**src/design/nnu_pkg.sv**
```systemverilog
package nnu_pkg;

    localparam int ZOOM_W  = 4;
    localparam int DIM_W   = 13;
    localparam int LINE_W  = 16;
    localparam int INDEX_W = 30;
    localparam int COLOR_W = 32;
    localparam int CFG_IDX_W = 2;

    // configuration register indexes
    localparam logic [CFG_IDX_W-1:0] REG_ZOOM   = 2'd0;
    localparam logic [CFG_IDX_W-1:0] REG_WIDTH  = 2'd1;
    localparam logic [CFG_IDX_W-1:0] REG_HEIGHT = 2'd2;

    // one source pixel, ready for expansion into its square
    typedef struct packed {
        logic [INDEX_W-1:0] base;
        logic [LINE_W-1:0]  line;
        logic [ZOOM_W-1:0]  zoom;
        logic [COLOR_W-1:0] color;
    } t_job;

endpackage

```
**src/design/nearest_neighbor_upscaler.sv**
```systemverilog
// The first write beat of a pixel reaches the result side through the front stage
// register, the job queue, the expansion job register and the output register; the rest
// follow one per cycle when pop is held. The expansion unit issues one destination write per
// cycle when pop is held, a pixel's zoom x zoom writes in turn; while the front stage and
// the two-entry job queue have room a pixel is accepted every cycle.
// Reset (synchronous, active low): counters cleared, queues emptied, configuration registers at 1.
module nearest_neighbor_upscaler #(
    parameter int MAX_ZOOM   = 8,
    parameter int MAX_WIDTH  = 4096,
    parameter int MAX_HEIGHT = 4096
) (
    input  logic                          i_clk,
    input  logic                          i_rst_n,
    input  logic                          i_cfg_wr_en,
    input  logic [nnu_pkg::CFG_IDX_W-1:0] i_cfg_index,
    input  logic [nnu_pkg::DIM_W-1:0]     i_cfg_data,
    input  logic                          push,
    output logic                          full,
    input  logic [nnu_pkg::COLOR_W-1:0]   i_pixel_color,
    output logic                          empty,
    input  logic                          pop,
    output logic [nnu_pkg::INDEX_W-1:0]   o_dest_index,
    output logic [nnu_pkg::COLOR_W-1:0]   o_out_color,
    output logic                          o_run_last
);

    logic          front_valid;
    nnu_pkg::t_job front_job;
    logic          q_full;
    logic          q_rd;
    logic          q_valid;
    nnu_pkg::t_job q_job;

    nnu_front #(
        .MAX_ZOOM   (MAX_ZOOM),
        .MAX_WIDTH  (MAX_WIDTH),
        .MAX_HEIGHT (MAX_HEIGHT)
    ) u_front (
        .i_clk         (i_clk),
        .i_rst_n       (i_rst_n),
        .i_cfg_wr_en   (i_cfg_wr_en),
        .i_cfg_index   (i_cfg_index),
        .i_cfg_data    (i_cfg_data),
        .i_push        (push),
        .i_pixel_color (i_pixel_color),
        .o_full        (full),
        .o_job_valid   (front_valid),
        .o_job         (front_job),
        .i_job_full    (q_full)
    );

    nnu_queue #(
        .DEPTH (2)
    ) u_queue (
        .i_clk   (i_clk),
        .i_rst_n (i_rst_n),
        .i_wr    (front_valid),
        .i_data  (front_job),
        .o_full  (q_full),
        .i_rd    (q_rd),
        .o_valid (q_valid),
        .o_data  (q_job)
    );

    nnu_back u_back (
        .i_clk        (i_clk),
        .i_rst_n      (i_rst_n),
        .i_job_valid  (q_valid),
        .i_job        (q_job),
        .o_job_rd     (q_rd),
        .o_empty      (empty),
        .i_pop        (pop),
        .o_dest_index (o_dest_index),
        .o_out_color  (o_out_color),
        .o_run_last   (o_run_last)
    );

endmodule

```
**src/design/nnu_front.sv**
```systemverilog
module nnu_front #(
    parameter int MAX_ZOOM   = 8,
    parameter int MAX_WIDTH  = 4096,
    parameter int MAX_HEIGHT = 4096
) (
    input  logic                          i_clk,
    input  logic                          i_rst_n,
    input  logic                          i_cfg_wr_en,
    input  logic [nnu_pkg::CFG_IDX_W-1:0] i_cfg_index,
    input  logic [nnu_pkg::DIM_W-1:0]     i_cfg_data,
    input  logic                          i_push,
    input  logic [nnu_pkg::COLOR_W-1:0]   i_pixel_color,
    output logic                          o_full,
    output logic                          o_job_valid,
    output nnu_pkg::t_job                 o_job,
    input  logic                          i_job_full
);

    localparam int DIM_MAX = (1 << nnu_pkg::DIM_W) - 1;
    localparam int W_LIM = (MAX_WIDTH  > DIM_MAX) ? DIM_MAX : MAX_WIDTH;
    localparam int H_LIM = (MAX_HEIGHT > DIM_MAX) ? DIM_MAX : MAX_HEIGHT;
    localparam int CW = (W_LIM > 1) ? $clog2(W_LIM) : 1;
    localparam int CH = (H_LIM > 1) ? $clog2(H_LIM) : 1;
    localparam int RZ_W = CH + nnu_pkg::ZOOM_W;
    localparam int CZ_W = CW + nnu_pkg::ZOOM_W;
    localparam int IW = nnu_pkg::INDEX_W;

    logic [nnu_pkg::ZOOM_W-1:0] r_zoom_reg;
    logic [nnu_pkg::DIM_W-1:0]  r_width_reg;
    logic [nnu_pkg::DIM_W-1:0]  r_height_reg;
    logic [CW-1:0]              r_col;
    logic [CW-1:0]              n_col;
    logic [CH-1:0]              r_row;
    logic [CH-1:0]              n_row;

    logic                       r_a_valid;
    logic [nnu_pkg::LINE_W-1:0] r_a_line;
    logic [RZ_W-1:0]            r_a_rz;
    logic [CZ_W-1:0]            r_a_cz;
    logic [nnu_pkg::ZOOM_W-1:0] r_a_zoom;
    logic [nnu_pkg::COLOR_W-1:0] r_a_color;

    logic [nnu_pkg::ZOOM_W-1:0] z_eff;
    logic [nnu_pkg::DIM_W-1:0]  w_eff;
    logic [nnu_pkg::DIM_W-1:0]  h_eff;
    logic                       accept;
    logic                       a_advance;

    always_comb begin
        if (r_zoom_reg == '0) begin
            z_eff = nnu_pkg::ZOOM_W'(1);
        end else if (32'(r_zoom_reg) > 32'(MAX_ZOOM)) begin
            z_eff = nnu_pkg::ZOOM_W'(MAX_ZOOM);
        end else begin
            z_eff = r_zoom_reg;
        end
        if (r_width_reg == '0) begin
            w_eff = nnu_pkg::DIM_W'(1);
        end else if (32'(r_width_reg) > 32'(W_LIM)) begin
            w_eff = nnu_pkg::DIM_W'(W_LIM);
        end else begin
            w_eff = r_width_reg;
        end
        if (r_height_reg == '0) begin
            h_eff = nnu_pkg::DIM_W'(1);
        end else if (32'(r_height_reg) > 32'(H_LIM)) begin
            h_eff = nnu_pkg::DIM_W'(H_LIM);
        end else begin
            h_eff = r_height_reg;
        end
    end

    assign a_advance = !r_a_valid || !i_job_full;
    assign o_full    = !a_advance;
    assign accept    = i_push && a_advance;

    // wrap when the counter reaches the bound, even one already past it
    always_comb begin
        n_col = r_col;
        n_row = r_row;
        if (accept) begin
            if ((14'(r_col) + 14'd1) >= 14'(w_eff)) begin
                n_col = '0;
                if ((14'(r_row) + 14'd1) >= 14'(h_eff)) begin
                    n_row = '0;
                end else begin
                    n_row = r_row + CH'(1);
                end
            end else begin
                n_col = r_col + CW'(1);
            end
        end
    end

    always_ff @(posedge i_clk) begin
        if (!i_rst_n) begin
            r_zoom_reg   <= nnu_pkg::ZOOM_W'(1);
            r_width_reg  <= nnu_pkg::DIM_W'(1);
            r_height_reg <= nnu_pkg::DIM_W'(1);
            r_col        <= '0;
            r_row        <= '0;
            r_a_valid    <= 1'b0;
        end else begin
            if (i_cfg_wr_en) begin
                case (i_cfg_index)
                    nnu_pkg::REG_ZOOM:   r_zoom_reg   <= i_cfg_data[nnu_pkg::ZOOM_W-1:0];
                    nnu_pkg::REG_WIDTH:  r_width_reg  <= i_cfg_data;
                    nnu_pkg::REG_HEIGHT: r_height_reg <= i_cfg_data;
                    default: ;
                endcase
            end
            r_col <= n_col;
            r_row <= n_row;
            if (a_advance) begin
                r_a_valid <= i_push;
            end
        end
    end

    always_ff @(posedge i_clk) begin
        if (accept) begin
            r_a_line  <= nnu_pkg::LINE_W'(w_eff) * nnu_pkg::LINE_W'(z_eff);
            r_a_rz    <= RZ_W'(r_row) * RZ_W'(z_eff);
            r_a_cz    <= CZ_W'(r_col) * CZ_W'(z_eff);
            r_a_zoom  <= z_eff;
            r_a_color <= i_pixel_color;
        end
    end

    // index is kept modulo 2^30, so a truncated product is exact
    assign o_job_valid = r_a_valid;
    assign o_job.base  = (IW'(r_a_rz) * IW'(r_a_line)) + IW'(r_a_cz);
    assign o_job.line  = r_a_line;
    assign o_job.zoom  = r_a_zoom;
    assign o_job.color = r_a_color;

endmodule

```
**src/design/nnu_queue.sv**
```systemverilog
module nnu_queue #(
    parameter int DEPTH = 2
) (
    input  logic          i_clk,
    input  logic          i_rst_n,
    input  logic          i_wr,
    input  nnu_pkg::t_job i_data,
    output logic          o_full,
    input  logic          i_rd,
    output logic          o_valid,
    output nnu_pkg::t_job o_data
);

    localparam int PW = (DEPTH > 1) ? $clog2(DEPTH) : 1;
    localparam int NW = $clog2(DEPTH + 1);

    nnu_pkg::t_job r_mem [DEPTH];
    logic [PW-1:0] r_wr_ptr;
    logic [PW-1:0] r_rd_ptr;
    logic [NW-1:0] r_count;
    logic          do_wr;
    logic          do_rd;

    assign o_full  = (32'(r_count) == 32'(DEPTH));
    assign o_valid = (r_count != '0);
    assign o_data  = r_mem[r_rd_ptr];
    assign do_wr   = i_wr && !o_full;
    assign do_rd   = i_rd && o_valid;

    always_ff @(posedge i_clk) begin
        if (!i_rst_n) begin
            r_wr_ptr <= '0;
            r_rd_ptr <= '0;
            r_count  <= '0;
        end else begin
            if (do_wr) begin
                r_wr_ptr <= (32'(r_wr_ptr) == DEPTH - 1) ? '0 : r_wr_ptr + PW'(1);
            end
            if (do_rd) begin
                r_rd_ptr <= (32'(r_rd_ptr) == DEPTH - 1) ? '0 : r_rd_ptr + PW'(1);
            end
            if (do_wr && !do_rd) begin
                r_count <= r_count + NW'(1);
            end else if (do_rd && !do_wr) begin
                r_count <= r_count - NW'(1);
            end
        end
    end

    always_ff @(posedge i_clk) begin
        if (do_wr) begin
            r_mem[r_wr_ptr] <= i_data;
        end
    end

endmodule

```
**src/design/nnu_back.sv**
```systemverilog
module nnu_back (
    input  logic                         i_clk,
    input  logic                         i_rst_n,
    input  logic                         i_job_valid,
    input  nnu_pkg::t_job                i_job,
    output logic                         o_job_rd,
    output logic                         o_empty,
    input  logic                         i_pop,
    output logic [nnu_pkg::INDEX_W-1:0]  o_dest_index,
    output logic [nnu_pkg::COLOR_W-1:0]  o_out_color,
    output logic                         o_run_last
);

    localparam int IW = nnu_pkg::INDEX_W;
    localparam int ZW = nnu_pkg::ZOOM_W;

    logic                        r_busy;
    nnu_pkg::t_job               r_job;
    logic [ZW-1:0]               r_dx;
    logic [ZW-1:0]               r_dy;
    logic [IW-1:0]               r_row_addr;
    logic                        r_out_valid;
    logic [IW-1:0]               r_out_index;
    logic [nnu_pkg::COLOR_W-1:0] r_out_color;
    logic                        r_out_last;

    logic          out_ready;
    logic          emit;
    logic          dx_end;
    logic          dy_end;
    logic          square_done;
    logic          load;

    assign out_ready   = !r_out_valid || i_pop;
    assign emit        = r_busy && out_ready;
    assign dx_end      = (r_dx == r_job.zoom - ZW'(1));
    assign dy_end      = (r_dy == r_job.zoom - ZW'(1));
    assign square_done = emit && dx_end && dy_end;
    // take the next pixel in the same cycle the current square ends
    assign load        = i_job_valid && (!r_busy || square_done);
    assign o_job_rd    = load;

    always_ff @(posedge i_clk) begin
        if (!i_rst_n) begin
            r_busy      <= 1'b0;
            r_out_valid <= 1'b0;
        end else begin
            if (load) begin
                r_busy <= 1'b1;
            end else if (square_done) begin
                r_busy <= 1'b0;
            end
            if (out_ready) begin
                r_out_valid <= r_busy;
            end
        end
    end

    always_ff @(posedge i_clk) begin
        if (load) begin
            r_job      <= i_job;
            r_dx       <= '0;
            r_dy       <= '0;
            r_row_addr <= i_job.base;
        end else if (emit) begin
            if (dx_end) begin
                r_dx       <= '0;
                r_dy       <= r_dy + ZW'(1);
                r_row_addr <= r_row_addr + IW'(r_job.line);
            end else begin
                r_dx <= r_dx + ZW'(1);
            end
        end
        if (emit) begin
            r_out_index <= r_row_addr + IW'(r_dx);
            r_out_color <= r_job.color;
            r_out_last  <= dx_end && dy_end;
        end
    end

    assign o_empty      = !r_out_valid;
    assign o_dest_index = r_out_index;
    assign o_out_color  = r_out_color;
    assign o_run_last   = r_out_last;

endmodule

```
**config.mk**
```make
export PLATFORM = sky130hd
export DESIGN_NAME = nearest_neighbor_upscaler
export DESIGN_NICKNAME = d
export VERILOG_FILES = /design/src/design/nnu_pkg.sv /design/src/design/nearest_neighbor_upscaler.sv /design/src/design/nnu_front.sv /design/src/design/nnu_queue.sv /design/src/design/nnu_back.sv
export SDC_FILE = /design/constraint.sdc
export NUM_CORES = 1
export LEC_CHECK = 0
export BUFFER_PORTS_ARGS = -buffer_cell sky130_fd_sc_hd__buf_4
export CAP_MARGIN = 25
export CORE_MARGIN = 2
export CORE_UTILIZATION = 37
export CTS_CLUSTER_DIAMETER = 40
export DETAILED_ROUTE_END_ITERATION = 8
export SLEW_MARGIN = 10
export SYNTH_ARGS = -nofsm -noshare
export SYNTH_HDL_FRONTEND = slang
export SYNTH_SLANG_ARGS = --single-unit
export TNS_END_PERCENT = 5
```
**constraint.sdc**
```tcl
create_clock -name i_clk -period 6.57 [get_ports i_clk]
set_input_delay 1.314 -clock i_clk [delete_from_list [all_inputs] [get_ports i_clk]]
set_output_delay 1.314 -clock i_clk [all_outputs]
set_load 0.02 [all_outputs]
```
# Word-level counts from Yosys, hierarchy flattened

Memory sizes are Yosys's and may differ from the RTL's. A register that Yosys moved wholly into a read port is not among the register bits.
Index checks and enable logic that the tools add are counted.

Register bits after elaboration: 298
RAM bits: 164
Bits of input ports: 52
Logic and storage cells: 111
Memories kept: 1

Memory list:

| name          | words | width | read ports | clocked after memory_dff | write ports | line            | text |
|---|---|---|---|---|---|---|---|
| u_queue.r_mem | 2     | 82    | 1          | 1                        | 1           | nnu_queue.sv:17 | `nnu_pkg::t_job r_mem [DEPTH];` |

Add/sub/neg operators: 14
Multiply operators: 4
Order comparisons: 5
Equality and inequality tests: 5
Mux-type cells: 22
Reductions and logical operators: 35

Operators by type and width:

| cell                                                   | count |
|---|---|
| 2-to-1 mux 30 bit                                      | 3 |
| adder 30 x 16 -> 30 bit                                | 2 |
| 2-to-1 mux 13 bit                                      | 4 |
| multiplier 12 x 4 -> 16 bit                            | 2 |
| adder 30 x 4 -> 30 bit                                 | 1 |
| multiplier 16 x 16 -> 30 bit                           | 1 |
| >= comparator 14 x 13 -> 1 bit                         | 2 |
| adder 12 x 1 -> 13 bit (second input constant)         | 2 |
| greater-than comparator 13 bit (second input constant) | 2 |
| logical NOT 13 bit                                     | 2 |
| adder 12 x 1 -> 12 bit (second input constant)         | 2 |
| 2-to-1 mux 12 bit                                      | 2 |
| multiplier 13 x 4 -> 16 bit                            | 1 |
| 2-to-1 mux 4 bit                                       | 3 |
| AND reduction 2 bit                                    | 6 |
| logical AND 1 bit                                      | 10 |
| nonzero test 2 bit                                     | 5 |
| adder 4 x 1 -> 4 bit (second input constant)           | 2 |
| == test 4 bit                                          | 2 |
| 2-to-1 mux 1 bit                                       | 8 |
| logical NOT 1 bit                                      | 7 |
| == test 2 bit (second input constant)                  | 2 |
| greater-than comparator 4 bit (second input constant)  | 1 |
| logical NOT 4 bit                                      | 1 |
| other kinds (8)                                        | 12 |

# Logic depth before layout (Yosys ltp)

Depth after elaboration: 11
Mapped depth: 23
Depth with buffers taken out: 22

# Cells and area by module

A second synthesis with hierarchy kept.

Cells, all modules: 2889
Area, all modules: 32089.5 µm²

By module, submodules not included:

| module    | instances | cells an instance | area each (µm²) | seq. area each (µm²) |
|---|---|---|---|---|
| nnu_front | 1         | 2081              | 18950.7         | 3623.5 |
| nnu_back  | 1         | 528               | 6989.2          | 4554.4 |
| nnu_queue | 1         | 280               | 6149.6          | 5024.8 |

# Worst setup path after synthesis

Ideal clock, no wire load.

Path kind: reg-to-reg
Start point: register u_front.r_a_line[1] in the netlist's numbering
End point: memory u_queue.r_mem[0][79] in the netlist's numbering, data pin
Data arrival time: 5675 ps
Required time: 6304 ps
Slack: 629 ps
Cell stages (with the launch flop): 22
Path buffers: 2
Clock period less this slack: 5941 ps
Path through: edfxtp_1 clkbuf_1 nand2_1 fa_1 fa_1 fa_1 inv_1 fa_1 fa_1 inv_1 fa_1 inv_1 ha_1 clkbuf_2 and4_1 nand3_2 o21bai_2 nand3_1 a311o_1 a41oi_2 o21bai_1 xor2_1

RTL lines:

| item                     | line             | text |
|---|---|---|
| start: declaration       | nnu_front.sv:37  | `logic [nnu_pkg::LINE_W-1:0] r_a_line;` |
| start signal: assignment | nnu_front.sv:122 | `r_a_line <= nnu_pkg::LINE_W'(w_eff) * nnu_pkg::LINE_W'(z_eff);` |
| end: declaration         | nnu_queue.sv:17  |  |

==> summary.txt <==
Outcome
  • Status: completed

Logic synthesis
  • Post-synth top area share: 37.7%
  • Seq/Total Area, Yosys: 42.2%
  • Syn Area/Cell: between 10 and 15 sq um
  • Synth area leaders: edfxtp_1, fa_1, ha_1
  • Count leader, synth: nand2_1
  • Unique masters post-synth: between 70 and 80
  • Post-synth top cells: nand2_1, inv_1, edfxtp_1
  • Post-Synthesis Cells: 2,805
  • Main synth FF type: edfxtp_1
  • Mapped Area: 31,300 sq um
  • Yosys warns: 0
  • Synthesized Nets: 3,334
  • Synth async-reset ratio: 0%
  • #FFs+latches synth: between 400 and 500
  • Post-synth EDFFs: slightly below 400
  • Cell taking the most area after synthesis: edfxtp_1

Route
  • DRC Markers: 0
  • Met3 WL: a little under 3 mm
  • Met2 WL: 31.0 mm
  • Top sig layer: met4
  • Metal1 wirelength: between 30 and 40 mm
  • DRT Pass-1 Iters: 5
  • Total number of vias: 19,635
  • DR WL/cell: 15.8 um
  • Post-route ant nets: 0
  • Initial DRC count: 923
  • Avg Vias per Cell: roughly 4.7
  • Detailed Route WL: between 60 and 70 mm

Power
  • Switching Share: 37.3%
  • Leakage power: 0.0156 uW
  • Pwr/cell area: slightly above 400 nW/um^2
  • Clock power share: 25.7%
  • Total internal power: just over 9000 uW
  • VDD IR max: 0.322 mV
  • Sequential Power Share: 32.8%
  • Combinational Power Share: 41.5%
  • Net switching power figure: between 5000 and 6000 uW
  • Power, Total: between 10,000 and 15,000 uW

Layout
  • Largest regs: u_queue.r_mem: 164 flops, u_back.r_job: 52 flops
  • Area growth from synthesis to layout: 15.4%
  • Area of the multi-input gates: 16,200 sq um
  • Fillcell total: around 7,800
  • Register area: 13,200 sq um
  • Largest register FFs: 164
  • Ratio of cells with drive above 1 in the final layout: 12.3%
  • Most flop-heavy register: u_queue.r_mem
  • Final Cell Area: 36,100 sq um
  • Nets@finish: around 3,500

Global route
  • Initial antenna violation count: 0
  • Largest net degree at the start of global routing: 80
  • Total global-route track usage: roughly 15%
  • Vias in the first global route: 19,895
  • GRT overflow: 0
  • Global-route wire length before repair: 107 mm

Setup path
  • Worst setup EP type: flop
  • CP max FO: 10
  • Crit-path most repeated cell: fa_1
  • CP cell instances: buf_4 -> and2_1 -> fa_1 -> inv_1 -> fa_1 -> fa_1 -> inv_1 -> fa_1 -> fa_1 -> inv_1 -> fa_1 -> inv_1 -> ha_1 -> nand4_1 -> or3_1 -> o31ai_1 -> nor4_1 -> buf_4 -> o21bai_1 -> xor2_1
  • Startpoint Class: flop
  • CP max-delay cell: fa_1
  • Worst Setup Path Type: reg2reg
  • CP arrival: 6680 ps
  • FF-to-FF setup slack: a little under 300 ps
  • Critical Path Max Stage Delay: about 550 ps
  • CP required: 6970 ps

Die
  • Core ar.: 83,700 sq um
  • Initial Utilization: between 30% and 40%
  • Die X: 295 um
  • Top Ports: 117
  • Die area: 86,900 sq um
  • Site Rows: 106
  • Die H: 295 um

Clock network
  • CTS sink count: 463
  • Reg clk slew, reported paths: 50 ps
  • Root Buffer: clkbuf_16
  • Clk_lat worst skew: ~630 ps
  • Hold-fix buffers, CTS: 0
  • H-Tree Depth: 3
  • TritonCTS Buffers: 75
  • TritonCTS clock tree: yes
  • Clock buffer depth: 3

Timing
  • Setup TNS: 0 ps
  • Max-slew headroom: 37.0%
  • Final Critical Period: 6280 ps
  • Clock Skew: around 34 ps
  • Slew Viols, Final: 0
  • Final Hold Viols: 0
  • Worst Tran Pin Value: around 940 ps
  • Fmax: 159 MHz
  • Crit share post-route: 95.6%
  • RSZ-0062 raised after global routing: no
  • Setup violators final: 0

Min path
  • Hold Path Class: reg2reg

Place
  • DP HPWL: approximately 49 mm
  • Global placer's final weighted congestion: 0.851
  • Area after DPL: 33,500 sq um
  • IO Port Bufs: 116

Run
  • Max-cap viol count: 0
==> timing repair <==
item                                    4_1_cts  5_1_grt
buffers inserted                              0        9
resized for setup                             0        1
hold endpoints to repair                      0        0
endpoints found under the setup margin        0        4
==> per-stage QoR <==
step	util [%]	hold slack (ps)	instances	setup slack, ps
2_1_floorplan	-	400	2805	629
3_3_place_gp	40.1	401	3997	239
3_5_place_dp	40.1	405	3997	243
4_1_cts	43.0	414	4132	224
5_1_grt	43.2	422	4142	7.02
6_report	43.2	415	4143	291
==> power by group through the flow <==
stage	sequential (uW)	combinational [uW]	clock, uW
final	4860	6140	3800
after global routing	4940	6980	4040
after CTS	4880	6160	3910
after detailed placement	4940	6100	0
after global placement	4920	6060	0
after floorplan	4880	4510	0
==> layout make-up <==
class                      instances  share of cell area, %
multi-input combinational       1833                   44.8
sequential                       463                   36.6
clock buffer                      85                   5.42
inverter                         406                   4.23
tap                             1134                   3.93
timing repair buffer             171                   3.62
clock inverter                    50                   1.42
antenna                            1                0.00693
==> metal layers <==
| layer | global-route usage [%] | vias to the layer above |
|---|---|---|
| li1 | - | 9580 |
| met1 | 21.2 | 9631 |
| met2 | 25.3 | 343 |
| met3 | 2.74 | 81 |
| met4 | 4.14 | 0 |
| met5 | 0 | - |
==> layout by cell type, fill, tap and decap left out, types with 7 or more instances in the layout <==
master	instances
xnor2_1	90
nor2_1	66
mux2i_1	28
clkbuf_1	8
a21oi_1	101
a211oi_1	11
inv_6	10
and3_1	24
a21o_1	39
ha_1	204
a21boi_0	31
o21ai_0	55
buf_4	169
mux2_2	52
xor2_1	65
nand3_1	49
dfxtp_1	69
nand4_1	14
nor3_1	8
clkinv_4	7
nor3b_1	7
fa_1	273
clkinv_2	10
nand2_1	402
o21bai_1	20
clkbuf_16	77
and2_1	157
inv_1	399
nand2b_1	14
edfxtp_1	393
clkinv_1	10
nor2b_1	27
o21a_1	10
==> cells by family after synthesis <==
| group | after synthesis | share of synthesized area (%) |
|---|---|---|
| simple gates | 793 | 12.0 |
| buf+inv | 509 | 6.22 |
| fa+ha+maj | 477 | 25.6 |
| flops | 463 | 42.2 |
| compound gates | 327 | 6.86 |
| xor+xnor | 156 | 4.39 |
| mux | 80 | 2.77 |
==> path summary, 6_finish.rpt <==
path                                         from               endpoint  cells after the start
worst max-delay path            u_front.r_a_rz[8]   u_queue.r_mem[0][76]                     20
worst min-delay path              u_back.r_job[0]  u_back.o_out_color[0]                      0
worst max register to register  u_front.r_a_rz[8]   u_queue.r_mem[0][76]                     20
worst min register to register    u_back.r_job[0]  u_back.o_out_color[0]                      0
==> critical path: cells and delay by family (launching register included) <==
kind | cells | cell delay, ps
compound gates | 2 | 490
xor+xnor | 1 | 280
fa+ha+maj | 7 | 3330
buf+inv | 6 | 620
flops | 1 | 520
simple gates | 4 | 840
Power figures use the tool's default switching activity.
